## config.mk

```make
export PLATFORM = sky130hd
export DESIGN_NAME = tvtc_ctrl
export DESIGN_NICKNAME = d
export VERILOG_FILES = /design/src/design/tvtc_pkg.sv /design/src/design/tvtc_ctrl.sv
export SDC_FILE = /design/constraint.sdc
export NUM_CORES = 1
export LEC_CHECK = 0
export BUFFER_PORTS_ARGS = -buffer_cell sky130_fd_sc_hd__clkbuf_2
export CAP_MARGIN = 30
export CORE_MARGIN = 2
export CORE_UTILIZATION = 40
export DETAILED_ROUTE_END_ITERATION = 6
export PLACE_DENSITY = 0.73
export SETUP_SLACK_MARGIN = 0.2
export SLEW_MARGIN = 15
export SYNTH_ARGS = -nofsm -noshare
export SYNTH_HDL_FRONTEND = slang
export SYNTH_SLANG_ARGS = --single-unit
```

## constraint.sdc

```tcl
create_clock -name i_clk -period 1.8 [get_ports i_clk]
set_clock_uncertainty 0.15 [all_clocks]
set_input_delay 0.36 -clock i_clk [delete_from_list [all_inputs] [get_ports i_clk]]
set_output_delay 0.36 -clock i_clk [all_outputs]
set_load 0.02 [all_outputs]
```

## src/design/tvtc_pkg.sv

```systemverilog
// ----------------------------------------------------------------------------
// tvtc_pkg
// Shared types and constants for the triangle vertex transform and cull block.
// ----------------------------------------------------------------------------
package tvtc_pkg;

    localparam int unsigned NUM_REGS = 8;
    localparam int unsigned REG_IDX_W = 3;
    localparam int unsigned REG_W = 64;

    // Register indexes.
    localparam logic [REG_IDX_W-1:0] REG_ROW0_COLS01 = 3'd0;
    localparam logic [REG_IDX_W-1:0] REG_ROW0_COLS23 = 3'd1;
    localparam logic [REG_IDX_W-1:0] REG_ROW1_COLS01 = 3'd2;
    localparam logic [REG_IDX_W-1:0] REG_ROW1_COLS23 = 3'd3;
    localparam logic [REG_IDX_W-1:0] REG_ROW2_COLS01 = 3'd4;
    localparam logic [REG_IDX_W-1:0] REG_ROW2_COLS23 = 3'd5;
    localparam logic [REG_IDX_W-1:0] REG_ROW3_COLS01 = 3'd6;
    localparam logic [REG_IDX_W-1:0] REG_ROW3_COLS23 = 3'd7;

    localparam logic signed [31:0] SAT_MAX = 32'sh7FFF_FFFF;
    localparam logic signed [31:0] SAT_MIN = 32'sh8000_0000;
    localparam logic signed [31:0] Q_ONE = 32'sh0001_0000;

    typedef struct packed {
        logic signed [31:0] pos_x;
        logic signed [31:0] pos_y;
        logic signed [31:0] pos_z;
        logic signed [31:0] tex_u;
        logic signed [31:0] tex_v;
        logic [15:0]        col_red;
        logic [15:0]        col_green;
        logic [15:0]        col_blue;
    } t_in_word;

    typedef struct packed {
        logic signed [31:0] screen_x;
        logic signed [31:0] screen_y;
        logic signed [31:0] depth_ndc;
        logic signed [31:0] clip_w;
        logic signed [31:0] recip_w;
        logic signed [31:0] u_over_w;
        logic signed [31:0] v_over_w;
        logic signed [31:0] red_over_w;
        logic signed [31:0] green_over_w;
        logic signed [31:0] blue_over_w;
        logic               last_of_triangle;
    } t_out_word;

    // Multiplier operand selects; one product per step.
    typedef enum logic [3:0] {
        MS_X0, MS_X1, MS_X2, MS_X3,
        MS_Y0, MS_Y1, MS_Y2, MS_Y3,
        MS_Z0, MS_Z1, MS_Z2, MS_Z3,
        MS_ATTR
    } t_msel;

    typedef enum logic [3:0] {
        ST_IDLE,
        ST_MAT,       // 12 matrix products into four accumulators, then a drain step
        ST_CLIP,      // saturate rows, test clip volume, start divider
        ST_DIV,       // iterative reciprocal
        ST_RSAT,      // saturate reciprocal
        ST_ATTR,      // eight products against 1/w
        ST_VIEW,      // viewport mapping
        ST_STORE,     // hold vertex or finish triangle
        ST_EMIT       // three output words
    } t_state;

    // Attribute product indexes.
    localparam logic [2:0] AT_X = 3'd0;
    localparam logic [2:0] AT_Y = 3'd1;
    localparam logic [2:0] AT_Z = 3'd2;
    localparam logic [2:0] AT_U = 3'd3;
    localparam logic [2:0] AT_V = 3'd4;
    localparam logic [2:0] AT_R = 3'd5;
    localparam logic [2:0] AT_G = 3'd6;
    localparam logic [2:0] AT_B = 3'd7;

    typedef struct packed {
        logic       load;       // capture input word
        logic       mat_clear;  // clear accumulators
        logic       mat_step;   // one matrix product
        logic [3:0] mat_idx;
        logic       clip;       // saturate and test
        logic       div_start;
        logic       rsat;
        logic       attr_step;
        logic [2:0] attr_idx;
        logic       view;
        logic       store;      // hold vertex at count
        logic       emit_load;  // load output register
        logic [1:0] emit_idx;
    } t_cmd;

    typedef struct packed {
        logic div_done;
        logic last_vertex;  // count says this completes a triangle
        logic culled;       // triangle has a vertex outside
    } t_status;

    // Saturate a 64-bit signed value to 32 bits.
    function automatic logic signed [31:0] sat32(input logic signed [63:0] v);
        logic signed [31:0] r;
        if (v > 64'sh0000_0000_7FFF_FFFF) r = SAT_MAX;
        else if (v < -64'sh0000_0000_8000_0000) r = SAT_MIN;
        else r = v[31:0];
        return r;
    endfunction

    // Rounded Q16.16 product shift: add half, floor-shift by 16.
    function automatic logic signed [63:0] qround(input logic signed [63:0] p);
        logic signed [63:0] t;
        t = p + 64'sd32768;
        return t >>> 16;
    endfunction

endpackage

```

## src/design/tvtc_ctrl.sv

```systemverilog
// ----------------------------------------------------------------------------
// tvtc_ctrl
// Sequencer for one vertex: matrix products, cull test, reciprocal,
// attribute products, viewport and emission of finished triangles.
// ----------------------------------------------------------------------------
module tvtc_ctrl (
    input  logic               i_clk,
    input  logic               i_rst_n,
    input  logic               i_in_valid,
    output logic               o_in_ready,
    output logic               o_out_valid,
    input  logic               i_out_ready,
    input  tvtc_pkg::t_status  i_status,
    output tvtc_pkg::t_cmd     o_cmd
);
    import tvtc_pkg::*;

    t_state     r_state, n_state;
    logic [3:0] r_cnt, n_cnt;
    logic       r_out_valid, n_out_valid;

    // Next state and counter.
    always_comb begin
        n_state = r_state;
        n_cnt = r_cnt;
        n_out_valid = r_out_valid;
        unique case (r_state)
            ST_IDLE: begin
                if (i_in_valid) begin
                    n_state = ST_MAT;
                    n_cnt = '0;
                end
            end
            ST_MAT: begin
                // The last step only lets the final product reach its accumulator.
                n_cnt = r_cnt + 4'd1;
                if (r_cnt == 4'd12) n_state = ST_CLIP;
            end
            ST_CLIP: n_state = ST_DIV;
            ST_DIV: begin
                if (i_status.div_done) n_state = ST_RSAT;
            end
            ST_RSAT: begin
                n_state = ST_ATTR;
                n_cnt = '0;
            end
            ST_ATTR: begin
                n_cnt = r_cnt + 4'd1;
                if (r_cnt == 4'd7) n_state = ST_VIEW;
            end
            ST_VIEW: n_state = ST_STORE;
            ST_STORE: begin
                if (i_status.last_vertex && !i_status.culled) begin
                    n_state = ST_EMIT;
                    n_cnt = '0;
                    n_out_valid = 1'b1;
                end else begin
                    n_state = ST_IDLE;
                end
            end
            ST_EMIT: begin
                if (i_out_ready) begin
                    n_cnt = r_cnt + 4'd1;
                    if (r_cnt == 4'd2) begin
                        n_out_valid = 1'b0;
                        n_state = ST_IDLE;
                    end
                end
            end
            default: n_state = ST_IDLE;
        endcase
    end

    // Command outputs.
    always_comb begin
        o_cmd = '0;
        o_in_ready = (r_state == ST_IDLE);
        o_cmd.load = (r_state == ST_IDLE) && i_in_valid;
        o_cmd.mat_clear = o_cmd.load;
        o_cmd.mat_step = (r_state == ST_MAT) && (r_cnt != 4'd12);
        o_cmd.mat_idx = r_cnt;
        o_cmd.clip = (r_state == ST_CLIP);
        o_cmd.div_start = (r_state == ST_CLIP);
        o_cmd.rsat = (r_state == ST_RSAT);
        o_cmd.attr_step = (r_state == ST_ATTR);
        o_cmd.attr_idx = r_cnt[2:0];
        o_cmd.view = (r_state == ST_VIEW);
        o_cmd.store = (r_state == ST_STORE);
        o_cmd.emit_load = ((r_state == ST_STORE) && i_status.last_vertex &&
                           !i_status.culled) ||
                          ((r_state == ST_EMIT) && i_out_ready && r_cnt != 4'd2);
        o_cmd.emit_idx = (r_state == ST_STORE) ? 2'd0 : (r_cnt[1:0] + 2'd1);
    end

    always_ff @(posedge i_clk) begin
        if (!i_rst_n) begin
            r_state <= ST_IDLE;
            r_cnt <= '0;
            r_out_valid <= 1'b0;
        end else begin
            r_state <= n_state;
            r_cnt <= n_cnt;
            r_out_valid <= n_out_valid;
        end
    end

    assign o_out_valid = r_out_valid;

    // Output words appear only while emitting.
    a_valid_emit: assert property (@(posedge i_clk) disable iff (!i_rst_n)
        r_out_valid |-> (r_state == ST_EMIT))
        else $error("output valid outside emit");
    // No input is taken while a triangle is emitted.
    a_no_in_emit: assert property (@(posedge i_clk) disable iff (!i_rst_n)
        r_out_valid |-> !o_in_ready)
        else $error("input ready while emitting");
    // The matrix pass runs twelve product steps and one drain step.
    a_mat_len: assert property (@(posedge i_clk) disable iff (!i_rst_n)
        (r_state == ST_MAT) |-> (r_cnt <= 4'd12))
        else $error("matrix counter overrun");
endmodule

```

==> flow_summary.yaml <==
route:
  firstDrtPassIters: 4
  viasPerCell: 5.83
  dr.max_layer_used: "met4"
  routed_wl_mm: 2.96
  wl_met1_mm: 1.07
  wl_met3_um: 218
  met2_length_mm: 1.58
  num_vias: 962
  final_antenna_net_count: 0
  wl_per_cell_um: 17.9
  initialDrtViolationCount: 30
  drc: 0
sta:
  hold_viol: 0
  fmax_ghz: 0.523
  setup_violations: 9
  whs_ns: 0.241
  drv_slew: 0
  relSlewSlack_pct: 63.8
  worstMarginPinSlew_ns: 0.543
  rsz0062_at_grt: "yes"
  min_period_ns: 1.91
  worst_slack_ns: -0.112
  fin_crit_sh_pct: 106
logic_synthesis:
  ys_types: 38
  synthFlopType: "dfxtp_1"
  ys_ff_latch: 9
  synthTopCellsByArea: "dfxtp_1, buf_4, ha_1, a32o_1, nor3b_1"
  synth_largest_area_cell: "dfxtp_1"
  yosys_warnings: 0
  syn_nets: 103
  async_reset_ff_share_pct: 0
  syn_inst: 93
  synth_edf_count: 0
  syn_area_um2: 749
  ys_seq_area_share_pct: 24.0
  post-synth-top-area-fraction_pct: 24.0
  syn_area_per_cell_um2: 8.06
worst_setup_path:
  path_class: "flip-flop to output pin"
  cp_cell_sequence: "buf_6, nand2b_4, nor2_4, nand3b_1, o21ai_2, clkbuf_8"
  crit_cells: 6
  ff2ff_setup_slack_ns: -0.08
  cp-startpoint: "r_state[2]"
  critPathMaxFanout: 3
  rr_worst_depth: 6
  arrival_ns: 1.40
  endpoint: "o_cmd[2]"
  cp_slowest_cell: "dfxtp_4"
  r2r-start: "r_state[1]"
  timing.rr.end: "r_cnt[1]"
  cp.required_ns: 1.29
  crit_path_end_kind: "output pin"
  path_buf_inv: 2
  slowest_delay_ns: 0.39
  path_delay_family: "flip-flops"
  start_kind: "flip-flop"
run:
  max-cap-violations: 0
clock_network:
  htreeDepth: 1
  cts_hold_buffers: 0
  clk_pin_slew_ns: 0.08
  cts_tree: "yes"
  clock_sinks: 9
  clock_tree.buffer_depth: 2
  clk_latency_ns: 0.28
  clockRootBuffer: "clkbuf_4"
  numCtsBuffers: 3
final_layout:
  regArea_um2: 203
  final_nets: 151
  fillCellCount: 97
  multiInputGateArea_um2: 723
  diodes: 0
  fin_cells: 165
  area.growth.synth_to_final_pct: 96.7
  drive_above_1_share_pct: 72.1
power_and_ir_drop:
  p_leak_nw: 0.611
  peakVddDrop_mv: 0.415
  power.density_nw_per_um2: 745
global_route:
  grt_max_degree: 9
  first_global_vias: 862
  antenna_found_initial: 0
  grt_pass1_wl_mm: 3.90
  track_usage_pct: 25.6
  overflow: 0
floorplan:
  die_y_um: 47.3
  initial_core_util_pct: 42.9
  coreArea_um2: 1750
  num_rows: 15
  die_w_um: 47.3
  ios: 28
  die_area_um2: 2240
hold_path:
  holdCritPathClass: "input port to flip-flop"
placement:
  place_hpwl_mm: 1.48
  post-place-cells: 141
  place.gp.congestion: 0.797
  port_buffers: 27
status:
  violations: "negative setup slack"
  status: "finished, violations left"
==> cell type report <==
type	count	share of cell area (%)
repair buffers	52	31.3
inverters	7	1.95
flip-flops and latches	9	13.8
multi-input cells	68	49.1
clock buffers	4	1.78
well taps	25	2.12
==> Yosys cell counts (all sizes together), types with 2 or more instances <==
cell type	instances
buf	9
dfxtp	9
inv	7
nor2	6
a21oi	4
nand2	4
nand3	4
nor2b	4
nor3	4
nor3b	4
a32o	3
ha	3
nand2b	3
nand3b	3
a211oi	2
a21o	2
a32oi	2
nor4	2
o211ai	2
o21ai	2
o21bai	2
==> flip-flops by register name (all words and copies together) (netlist names) <==
| register | flops |
|---|---|
| r_cnt | 4 |
| r_state | 4 |
| o_out_valid | 1 |
==> cells in the final DEF, fill, tap and decap left out, types with 4 or more instances in the layout <==
cell type / synthesis / routed
clkbuf_4: 0 / 4
dfxtp_4: 0 / 6
buf_4: 5 / 17
nand3_2: 0 / 4
nor2_4: 0 / 4
clkbuf_2: 0 / 14
clkbuf_8: 0 / 6
a21oi_1: 4 / 4
buf_6: 2 / 11
==> routing by layer <==
metal,vias to the layer above,global-route usage (%)
met5,-,0
met4,0,7.78
met3,15,7.69
met2,59,48.1
met1,447,26.8
li1,441,-
==> how the worst min path moves through the flow <==
| stage | from | end | cells after the start |
|---|---|---|---|
| finish | i_rst_n | r_cnt[0] | 2 |
| global route | i_rst_n | r_cnt[0] | 2 |
| CTS | i_rst_n | r_cnt[0] | 2 |
| floorplan | i_rst_n | r_cnt[0] | 1 |
| global placement | o_out_valid | o_out_valid | 2 |
| detailed placement | o_out_valid | o_out_valid | 2 |
==> what timing repair did <==
item | CTS | global route
pin swaps | 15 | 11
gates resized for setup | 59 | 23
buffers inserted | 17 | 3
endpoints found under the setup margin | 19 | 21
==> per-stage QoR <==
stage	utilization, %	setup slack, ns	total power, mW	TNS (ns)	instance area (µm²)
2_1_floorplan	-	0.0402	0.544	0	828
3_3_place_gp	54.2	0.0651	0.595	0	946
3_5_place_dp	54.2	0.0397	0.600	0	946
4_1_cts	77.9	-0.0623	0.990	-0.183	1360
5_1_grt	84.4	-0.180	1.15	-1.18	1470
6_report	84.4	-0.112	1.10	-0.615	1470
==> kinds of logic after synthesis <==
group	Yosys count	share of synthesized area, %
buf+inv	16	12.9
simple gates	41	33.6
compound gates	24	24.5
fa+ha+maj	3	5.01
flops	9	24.0
==> report_power, final <==
group | total, mW | switching (mW) | internal, mW
clock network | 0.174 | 0.0883 | 0.0859
logic | 0.668 | 0.321 | 0.347
registers | 0.256 | 0.0389 | 0.217
Power figures use the tool's default switching activity.
